`config.mk`:
```
export PLATFORM = sky130hd
export DESIGN_NAME = dsh_ctrl
export DESIGN_NICKNAME = d
export VERILOG_FILES = /design/src/rtl/dsh_pkg.sv /design/src/rtl/dsh_ctrl.sv
export SDC_FILE = /design/constraint.sdc
export NUM_CORES = 1
export LEC_CHECK = 0
export BUFFER_PORTS_ARGS = -buffer_cell sky130_fd_sc_hd__buf_2
export CORE_AREA = 2 2 39 41
export CTS_CLUSTER_SIZE = 25
export DETAILED_ROUTE_END_ITERATION = 12
export DIE_AREA = 0 0 41 43
export PLACE_DENSITY = 0.65
export RECOVER_POWER = 50
export REMOVE_ABC_BUFFERS = 1
export SYNTH_ARGS = -nofsm -noshare
export SYNTH_HDL_FRONTEND = slang
export SYNTH_SLANG_ARGS = --single-unit
```
`constraint.sdc`:
```
create_clock -name clk -period 2.15 [get_ports clk]
set_input_delay 0.1075 -clock clk [delete_from_list [all_inputs] [get_ports clk]]
set_output_delay 0.1075 -clock clk [all_outputs]
set_load 0.05 [all_outputs]
```
`src/rtl/dsh_pkg.sv`:
```
package dsh_pkg;
	localparam int TRACK_SLOTS = 128;
	localparam int CACHE_WAYS  = 4;
	localparam int SLOT_W      = $clog2(TRACK_SLOTS);
	localparam int WAY_W       = (CACHE_WAYS > 1) ? $clog2(CACHE_WAYS) : 1;
	localparam int LBA_W       = 20;
	localparam int AGE_W       = 32;
	localparam int FPH_W       = 7;
	localparam int TCNT_W      = 8;
	localparam int CFG_IDX_W   = 2;
	localparam int CFG_DATA_W  = 8;
	localparam int TRK_W       = 3 * LBA_W + 1;

	localparam logic [1:0] OP_LOAD = 2'd0;
	localparam logic [1:0] OP_READ = 2'd1;
	localparam logic [1:0] OP_FAIL = 2'd2;

	localparam logic [2:0] ST_HIT     = 3'd0;
	localparam logic [2:0] ST_MISS    = 3'd1;
	localparam logic [2:0] ST_SILENCE = 3'd2;
	localparam logic [2:0] ST_ERROR   = 3'd3;
	localparam logic [2:0] ST_ACK     = 3'd4;

	localparam logic [CFG_IDX_W-1:0] REG_ENABLE = 2'd0;
	localparam logic [CFG_IDX_W-1:0] REG_FPH    = 2'd1;
	localparam logic [CFG_IDX_W-1:0] REG_TCNT   = 2'd2;

	typedef struct packed {
		logic [1:0]       op;
		logic [LBA_W-1:0] sector_lba;
		logic [6:0]       track_slot;
		logic [LBA_W-1:0] start_lba;
		logic [LBA_W-1:0] end_lba;
		logic [LBA_W-1:0] first_frame;
		logic             is_audio;
	} in_item_t;

	typedef struct packed {
		logic [2:0]       status;
		logic [LBA_W-1:0] hunk_number;
		logic [1:0]       cache_way;
		logic [5:0]       hunk_frame;
		logic             swap_bytes;
	} out_item_t;

	// controller to datapath
	typedef struct packed {
		logic capture;   // latch input item
		logic load_trk;  // write track slot
		logic chk_trk;   // latch frame and audio flag from returned entry
		logic div_start;
		logic div_step;
		logic lookup;    // hit/miss update
		logic fail;      // invalidate last victim
		logic clr_scan;
		logic inc_scan;
		logic [2:0] set_status;
		logic set_out;   // write result register
	} dsh_cmd_t;

	// datapath to controller
	typedef struct packed {
		logic [1:0] op;
		logic       inactive;
		logic       scan_end;
		logic       trk_match;
		logic       div_done;
		logic       hit;
	} dsh_sts_t;
endpackage

```
`src/rtl/dsh_ctrl.sv`:
```
module dsh_ctrl import dsh_pkg::*; (
	input  logic     clk,
	input  logic     arst_n,
	input  logic     in_valid,
	output logic     in_ready,
	output logic     out_valid,
	input  logic     out_ready,
	input  dsh_sts_t sts,
	output dsh_cmd_t cmd
);
	typedef enum logic [2:0] {
		S_IDLE, S_DECODE, S_RDREQ, S_RDWAIT, S_CHECK, S_DIV, S_LOOKUP, S_OUT
	} state_t;
	state_t state_q;

	always_ff @(posedge clk or negedge arst_n) begin
		if (!arst_n) begin
			state_q   <= S_IDLE;
			out_valid <= 1'b0;
		end else begin
			case (state_q)
				S_IDLE:
					if (in_valid) state_q <= S_DECODE;
				S_DECODE: begin
					if (sts.op == OP_READ && !sts.inactive) state_q <= S_RDREQ;
					else begin
						state_q <= S_OUT;
						out_valid <= 1'b1;
					end
				end
				S_RDREQ: begin
					if (sts.scan_end) begin
						state_q <= S_OUT;
						out_valid <= 1'b1;
					end else state_q <= S_RDWAIT;
				end
				S_RDWAIT: state_q <= S_CHECK;
				S_CHECK:
					if (sts.trk_match) state_q <= S_DIV;
					else               state_q <= S_RDREQ;
				S_DIV:
					if (sts.div_done) state_q <= S_LOOKUP;
				S_LOOKUP: begin
					state_q <= S_OUT;
					out_valid <= 1'b1;
				end
				S_OUT:
					if (out_ready) begin
						out_valid <= 1'b0;
						state_q <= S_IDLE;
					end
				default: state_q <= S_IDLE;
			endcase
		end
	end

	assign in_ready = state_q == S_IDLE;

	always_comb begin
		cmd = '0;
		case (state_q)
			S_IDLE: begin
				cmd.capture  = in_valid;
				cmd.clr_scan = 1'b1;
			end
			S_DECODE: begin
				cmd.set_out = !(sts.op == OP_READ && !sts.inactive);
				cmd.load_trk = sts.op == OP_LOAD;
				cmd.fail = sts.op == OP_FAIL;
				cmd.set_status = (sts.op == OP_READ) ? ST_ERROR : ST_ACK;
			end
			S_RDREQ: begin
				cmd.set_out = sts.scan_end;
				cmd.set_status = ST_SILENCE;
			end
			S_CHECK: begin
				cmd.chk_trk = 1'b1;
				cmd.div_start = 1'b1;
				cmd.inc_scan = !sts.trk_match;
			end
			S_DIV: cmd.div_step = !sts.div_done;
			S_LOOKUP: begin
				cmd.lookup = 1'b1;
				cmd.set_out = 1'b1;
				cmd.set_status = sts.hit ? ST_HIT : ST_MISS;
			end
			default: ;
		endcase
	end
endmodule

```
Yosys cells after proc, flatten, opt, wreduce, memory -nomap -nowiden. Cells that the tools add are included.

Reductions and logical operators: 10. Multiplexer cells: 22. Equal/unequal tests: 14.

Operator list (number): case mux 3 bit (8 select lines) (1); 2-to-1 mux 3 bit (7); equality test 3 bit, second input constant (4); case mux 4 bit (3 select lines) (1); 2-to-1 mux 1 bit (11); != test 2 bit, second input constant (5); equality test 3 x 2 -> 1 bit, second input constant (2); zero test 1 bit (4); case mux 1 bit (4 select lines) (1); AND reduction 4 bit (1); nonzero test 4 bit (1); equality test 3 x 1 -> 1 bit, second input constant (1); zero test 3 bit (1); AND reduction 3 bit (1); equality test 2 x 1 -> 1 bit, second input constant (1); equality test 2 bit, second input constant (1); zero test 2 bit (1); 2-to-1 mux 2 bit (1); logical AND 1 bit (1).

Output and inout port bits: 15. Register bits: 4. Word-level logic and storage cells: 48. Bits of input ports: 11.

Depth between registers and ports, before layout. Gate-level depths: netlist (run 1).

Depth after elaboration: 4. Mapped depth: 5. Gate-level depth less buffers: 3.

Worst setup path before layout (run 1). No wires, ideal clock.

Kind: reg-to-output. From: register state_q[2]. To: output cmd[4] (netlist bit). Data required time: 2.043 ns. Stages on the path, launching flop included: 4. Path buffers: 1. Arrival: 2.754 ns. Setup slack: -0.711 ns. Cells stage by stage: dfrtp_1 clkbuf_1 nor3b_1 nor2b_1.

RTL lines: start: declaration (line dsh_ctrl.sv:14) `state_t state_q;`; start signal: assignment (line dsh_ctrl.sv:18) `state_q <= S_IDLE;`; start signal: assignment (line dsh_ctrl.sv:23) `if (in_valid) state_q <= S_DECODE;`; start signal: assignment (line dsh_ctrl.sv:25) `if (sts.op == OP_READ && !sts.inactive) state_q <= S_RDREQ;`; end: declaration (line dsh_ctrl.sv:9) `output dsh_cmd_t cmd`.

==> results.md, run 1 <==
* Number of levels the H-tree was split into at 1
* Multiplexer fraction of the synthesized cell area at 0.0241
* Routed length per instance at about 11 um
* Cell type contributing the most total cell area after synthesis: sky130_fd_sc_hd__dfrtp_1
* Synthesized area at ~420 um^2
* Number of gates given a new drive strength after cts at 0
* Pre-Repair DR Iteration Count at 4
* Post-placement cell area at 524 um^2
* Worst endpoint data arrival time at approximately 1.7 ns
* Post-route DRC violation count at 0
* Most used standard cells in the synthesized netlist: 5 x sky130_fd_sc_hd__nor2_1, 5 x sky130_fd_sc_hd__nor2b_1, 4 x sky130_fd_sc_hd__a21oi_1, 4 x sky130_fd_sc_hd__dfrtp_1, 4 x sky130_fd_sc_hd__nand2b_1
* Die Area at between 0.0015 and 0.002 mm^2
* Total stage count of the critical path at 4
* Tightest Hold Check Type: in2reg
* Startpoint Class: flop
* Share of synthesized registers carrying an async set or reset at 1.00
* Post-layout nets at 90
* ANT nets after route at 0
* Synth Area in Compound Gates at 0.289
* Lkg Pwr at 0.261 nW
* CTS tree: done
* Hold Crit Depth at 3
* Delay-heaviest family, CP: simple AND/OR/NAND/NOR gates
* Area of the multi-input gates at roughly 280 um^2
* Share of the synthesized area in the top cell type at 0.241
* Final Instance Area at around 550 um^2
* Synth warn at 0
* Unique cell type count in the Yosys netlist at 27
* Crit path buffers/inverters at 1
* Overall die height at 43 um
* Top FF cell, synth: sky130_fd_sc_hd__dfrtp_1
* Fill cell total of the finished layout at around 150
* Largest net degree at the start of global routing at 19
* Type of the setup path with the least slack: reg2out
* Number of standard-cell rows in the floorplan at 14
* Number of vias after detailed routing at 489
* Number of flops mapped to enable cells by yosys at 0
* Power, Total at 0.881 mW
* Critical Path Slowest Stage Cell: sky130_fd_sc_hd__dfrtp_1
* Highest clock frequency the design can meet at roughly 560 MHz
* Number of top-level pins at 26
* Post-layout util at 0.399
* Worst vdd rail ir drop at ~630 uV
* Final Cycle Share at 0.830
* Via count of the first global-routing pass at approximately 430
* Detail-routed via count per cell at around 5.3
* Power per standard cell area at between 1500 and 2000 mW/mm^2
* Buffers on Ports at 25
* Synth Area in Simple Gates at 0.349
* Ratio of cells with drive above 1 in the final layout at 0.312
* Clock net sink count at 4
* TritonCTS Buffers at 3
* Number of standard cells after synthesis at 55
* Critical-path maximum fanout at 16
* Antenna diode count at 0
* Initial DRC Count at 22
* Total count of hold-check failures in the final report at 0
* Reg2reg path depth at 3
* Post-CTS setup-driven buffer insertion count at 0
* Worst Slack Setup Final at 0.365 ns
* Hpwl dp at ~790 um
* Post-layout min period at 1.78 ns
* Worst slew margin relative to its limit at 0.605
* Starting density of the core at 0.300
* Max-cap check violation count at 0
* Synthesized area per cell at approximately 7.6 um^2
* Seq cells post-synth at 4
* Hold_buf cts at 1
* Core Region at 0.00138 mm^2
* Crit path cell chain: nor2_1, nand2_1, nor3b_1, buf_2
* Clock edge transition at the registers on the reported setup and hold paths at about 0.030 ns
* Routability cong. at 0.782
* Total global routing track utilization at 0.145
* # setup viols final at 0
* Total overflow reported by the global router at 0
* Adder and majority gate portion of the synthesized area at 0
* Width of the die at a little over 40 um
* CP Data Required Time at between 2 and 2.5 ns
* Run status: finished clean
* First-pass GRT wire length at around 1800 um
* Main combinational cell family by area after synthesis: simple AND/OR/NAND/NOR gates
* Wirelength, routed at about 1000 um
* Worst Setup End Kind: output pin
* Worst setup skew after layout at ~0.0038 ns
* Fin. max-slew vios at 0
* Stage delay of the slowest cell on the critical path at between 0.5 and 0.6 ns
* Post-placement worst setup slack at a little over 0.6 ns
* Root cell of the clock tree: sky130_fd_sc_hd__clkbuf_4
* RSZ-0062 raised after global routing: no
* Transition time at the pin with the least slew margin at 0.595 ns
* Buffer depth of the longest clock path at 2
* Sequential share of the synthesized area at 0.241
* Cell types occupying the most area after synthesis: sky130_fd_sc_hd__dfrtp_1 24%, sky130_fd_sc_hd__nor2b_1 7.5%, sky130_fd_sc_hd__nand2b_1 6.0%, sky130_fd_sc_hd__a21oi_1 4.8%, sky130_fd_sc_hd__a32o_1 4.8%
* Xor and xnor fraction of the mapped netlist area at 0
* Insertion delay of the later-clocked pin in the worst-skew pair at between 0.2 and 0.25 ns
* Relative area change from synthesis to final layout at 32.8%
* Number of antenna violations at the first check in global routing at 0
* Register Area at ~100 um^2
-- placed cells by master (no fill, tap or decap), drive strengths merged, types with 2 or more instances in the layout --
cell,instances
a32o,2
o21ai,3
dfrtp,4
nor2,5
clkbuf,7
nand2b,4
nor3,2
nand3,2
nor3b,2
a21oi,4
buf,21
a22oi,2
nor2b,5
-- stage by stage --
| stage | setup TNS (ns) | cells | hold WS (ns) |
|---|---|---|---|
| detailed placement | 0 | 89 | -0.0846 |
| finish | 0 | 93 | 0.214 |
| CTS | 0 | 93 | 0.202 |
| floorplan | -6.72 | 48 | -0.188 |
| global placement | 0 | 89 | -0.0877 |
| global route | 0 | 93 | 0.220 |
-- tightest hold or removal path: cells and delay by family --
kind                   cells  cell delay, ns
AOI/OAI and AO/OA          2            0.21
buffers and inverters      1            0.08
-- power by group --
| group | internal (mW) | leakage, nW | total, mW | switching (mW) |
|---|---|---|---|---|
| clock network | 0.0622 | 0.0138 | 0.0890 | 0.0269 |
| logic | 0.177 | 0.204 | 0.567 | 0.390 |
| registers | 0.110 | 0.0431 | 0.224 | 0.114 |
| total | 0.350 | 0.261 | 0.881 | 0.531 |
-- area by class of cell --
cell class | count | area share
multi-input combinational | 43 | 0.499
tap | 16 | 0.0363
inverter | 1 | 0.00680
timing repair buffer | 26 | 0.236
sequential | 4 | 0.181
clock buffer | 3 | 0.0408
-- layer usage --
| metal | track usage | vias to the layer above | part of all wire |
|---|---|---|---|
| li1 | - | 247 | - |
| met1 | 0.190 | 223 | 0.45 |
| met2 | 0.225 | 19 | 0.47 |
| met3 | 0.0524 | 0 | 0.081 |
| met4 | 0.0200 | 0 | 0 |
| met5 | 0 | - | 0 |
-- worst paths after layout --
| kind | startpoint | endpoint | slack, ns |
|---|---|---|---|
| max reg2reg | state_q[1]$_DFFE_PN0P_ | state_q[0]$_DFFE_PN0P_ | 0.69 |
| min | in_valid | state_q[0]$_DFFE_PN0P_ | 0.21 |
| max in group asynchronous | arst_n | state_q[0]$_DFFE_PN0P_ | 1.74 |
| min reg2reg | out_valid$_DFFE_PN0P_ | out_valid$_DFFE_PN0P_ | 0.62 |
| min in group asynchronous | arst_n | out_valid$_DFFE_PN0P_ | 0.23 |
| max | state_q[1]$_DFFE_PN0P_ | cmd[6] | 0.37 |
-- sequential cells by signal (all words and copies together) (netlist names) --
signal	count
out_valid	1
state_q	3
-- cell families after synthesis --
| family | Yosys count |
|---|---|
| and+or+nand+nor | 25 |
| AOI/OAI and AO/OA | 17 |
| DFF | 4 |
| muxes | 1 |
| buffers and inverters | 8 |
Note: power is estimated with default switching activity, not from simulation.
==> run 2: changes to the inputs <==
PLACE_DENSITY = 0.67   (was 0.65)
clock period = 1.5 ns   (was 2.15 ns; I/O delays follow)
==> run 2 against run 1 <==
  * Die area unchanged
  * Count of clock-buffer cells in the layout unchanged
  * Wire length rose by 19%
  * Global-route usage fell by 0.78 points
  * Setup slack worse by 0.36 ns
  * First-iteration DRC count is 45% lower
  * Clock power increased by 51%
  * Critical endpoint is now cmd[4]
==> results.md, run 2 (synthesis results as in run 1) <==
* Buffer depth of the longest clock path at 2 (unchanged)
* Clock edge transition at the registers on the reported setup and hold paths at 0.04 ns (was 0.03 ns)
* Post-route DRC violation count at 0 (unchanged)
* Number of vias after detailed routing at 541 (was 489)
* Post-layout min period at approximately 1.5 ns
* Routability cong. at 0.743 (was 0.782)
* Core Region at 0.00138 mm^2 (unchanged)
* Number of levels the H-tree was split into at 1 (unchanged)
* Flip-flop count of the largest register, all copies and words added at 3 (unchanged)
* Critical-path maximum fanout at 6 (was 16)
* Startpoint of the tightest hold check path: in_valid (unchanged)
* Transition time at the pin with the least slew margin at 0.588 ns (was 0.595 ns)
* Worst slew margin relative to its limit at 0.610 (was 0.605)
* Final Cycle Share at 0.998
* Detail-routed via count per cell at 5.36 (was 5.26)
* # setup viols final at 0 (unchanged)
* Pre-Repair DR Iteration Count at 4 (unchanged)
* Biggest registers after layout: state_q x3, out_valid x1 (unchanged)
* Total count of hold-check failures in the final report at 0 (unchanged)
* Post-route setup TNS at 0 ns (unchanged)
* Starting density of the core at 0.300 (unchanged)
* Run status: finished clean (unchanged)
* TritonCTS Buffers at 3 (unchanged)
* Crit path cell chain: buf_2, nor3b_2, nor2b_2, buf_6 (was nor2_1, nand2_1, nor3b_1, buf_2)
* Worst R2R Setup Slack at 0.17 ns (was 0.69 ns)
* Reg2reg path depth at 4 (was 3)
* Power per standard cell area at 2260 mW/mm^2 (was 1600 mW/mm^2)
* Leading cell types in the layout, fill and taps excluded: 16 x sky130_fd_sc_hd__buf_2, 12 x sky130_fd_sc_hd__buf_4 (was 21 x sky130_fd_sc_hd__buf_2, 5 x sky130_fd_sc_hd__nor2b_1, 5 x sky130_fd_sc_hd__nor2_1)
* Largest net degree at the start of global routing at 15 (was 19)
* Startpoint Class: flop (unchanged)
* Register Area at 104 um^2 (was 100 um^2)
* DP Cell Count at 92 (was 89)
* Worst endpoint data arrival time at 1.42 ns (was 1.68 ns)
* Antenna diode count at 0 (unchanged)
* Total stage count of the critical path at 4 (unchanged)
* Gr busiest metal: met1 (was met2)
* Post-layout util at 0.486 (was 0.399)
* Insertion delay of the later-clocked pin in the worst-skew pair at 0.23 ns (about the same)
* Type of the setup path with the least slack: reg2out (unchanged)
* Worst Setup End Kind: output pin (unchanged)
* Worst setup skew after layout at 0.00131 ns (was 0.00383 ns)
* Crit path buffers/inverters at 2 (was 1)
* Hpwl dp at 821 um (was 786 um)
* Worst R2R End: state_q[0]$_DFFE_PN0P_ (unchanged)
* Initial DRC Count at 12 (was 22)
* First-pass GRT wire length at 1660 um (was 1810 um)
* Width of the die at 41 um (unchanged)
* Highest clock frequency the design can meet at 668 MHz
* End of the critical path: cmd[4] (was cmd[6])
* Area of the multi-input gates at 307 um^2 (was 275 um^2)
* Global-route met3 utilization at 0.0628 (was 0.0524)
* Largest reg by FF count: state_q (unchanged)
* Buffers on Ports at 25 (unchanged)
* Launch instance of the worst register-to-register path: state_q[1]$_DFFE_PN0P_ (unchanged)
* Lkg Pwr at 0.313 nW (was 0.261 nW)
* CP Data Required Time at 1.42 ns (was 2.04 ns)
* Leading cell type in the layout, fill and taps excluded: sky130_fd_sc_hd__buf_2 (unchanged)
* Grt met1 use at 0.194 (was 0.190)
* Routed length per instance at 12.3 um (was 11.2 um)
* Max-cap check violation count at 0 (unchanged)
* Number of antenna violations at the first check in global routing at 0 (unchanged)
* Critical Path Slowest Stage Cell: sky130_fd_sc_hd__dfrtp_2 (was sky130_fd_sc_hd__dfrtp_1)
* Via count of the first global-routing pass at 386 (was 429)
* Worst vdd rail ir drop at 898 uV (was 631 uV)
* Tightest Hold Check Type: in2reg (unchanged)
* Delay-heaviest family, CP: flip-flops (was simple AND/OR/NAND/NOR gates)
* Wirelength, routed at 1250 um (was 1040 um)
* Overall die height at 43 um (unchanged)
* Die Area at 0.00176 mm^2 (unchanged)
* Clock net sink count at 4 (unchanged)
* Fill cell total of the finished layout at 142 (was 149)
* Number of top-level pins at 26 (unchanged)
* Total overflow reported by the global router at 0 (unchanged)
* Ratio of cells with drive above 1 in the final layout at 0.494 (was 0.312)
* Stage delay of the slowest cell on the critical path at 0.45 ns (was 0.53 ns)
* CTS tree: done (unchanged)
* Relative area change from synthesis to final layout at 61.7% (was 32.8%)
* Post-layout nets at 98 (was 90)
* Setup crit start: state_q[1]$_DFFE_PN0P_ (unchanged)
* Fin. max-slew vios at 0 (unchanged)
* Root cell of the clock tree: sky130_fd_sc_hd__clkbuf_4 (unchanged)
* Fin Hold WS at 0.170 ns (was 0.214 ns)
* Number of standard-cell rows in the floorplan at 14 (unchanged)
* Post-layout instance count excluding filler cells at 101 (was 93)
* ANT nets after route at 0 (unchanged)
* Post-placement cell area at 547 um^2 (was 524 um^2)
* RSZ-0062 raised after global routing: yes (was no)
* Final Instance Area at 672 um^2 (was 552 um^2)
* Total global routing track utilization at 0.137 (was 0.145)
* Met2 track demand over resource in global routing at 0.191 (was 0.225)
[run 2: worst reg2reg max path, stage by stage, from the launching register on]
cell	delay, ns
sky130_fd_sc_hd__dfrtp_2	0.45
sky130_fd_sc_hd__buf_4	0.16
sky130_fd_sc_hd__nor2b_1	0.12
sky130_fd_sc_hd__o21bai_1	0.14
sky130_fd_sc_hd__a221o_1	0.34
[run 2: stage by stage]
stage / power [mW] / setup WS, ns
final: 1.52 / 0.00247
after global routing: 1.61 / -0.0657
after CTS: 1.41 / -0.0174
after detailed placement: 1.20 / 0.0801
after global placement: 1.19 / 0.0916
after floorplan: 0.947 / -2.26
[run 2: area by class of cell]
type,instances,area share
multi-input cells,43,0.456
inverters,1,0.00559
clock buffers,3,0.0335
repair buffers,34,0.320
well taps,16,0.0298
flip-flops and latches,4,0.155
[run 2: where the power goes]
group	internal [mW]	total [mW]	switching, mW
clock network	0.0896	0.134	0.0447
logic	0.412	1.09	0.681
registers	0.168	0.291	0.123
[run 2: how the worst min path moves through the flow]
stage                                        end  slack (ns)  depth (start not counted)
after global routing      state_q[0]$_DFFE_PN0P_        0.18                          3
after detailed placement   out_valid$_DFFE_PN0P_       -0.12                          1
after CTS                  out_valid$_DFFE_PN0P_        0.16                          2
after global placement     out_valid$_DFFE_PN0P_       -0.12                          1
final                     state_q[0]$_DFFE_PN0P_        0.17                          3
after floorplan            out_valid$_DFFE_PN0P_       -0.22                          0
[run 2: layer usage]
metal | part of all wire | vias up
met2 | 0.49 | 26
li1 | - | 259
met1 | 0.41 | 256
met4 | 0 | 0
met3 | 0.092 | 0
met5 | 0 | -
[run 2: repair_timing]
item	CTS	global route
endpoints found under the hold margin	4	0
hold buffers	1	0
setup buffers	1	4
cloned	0	0
pin swaps	0	0
gates resized for setup	10	15
endpoints found under the setup margin	11	7
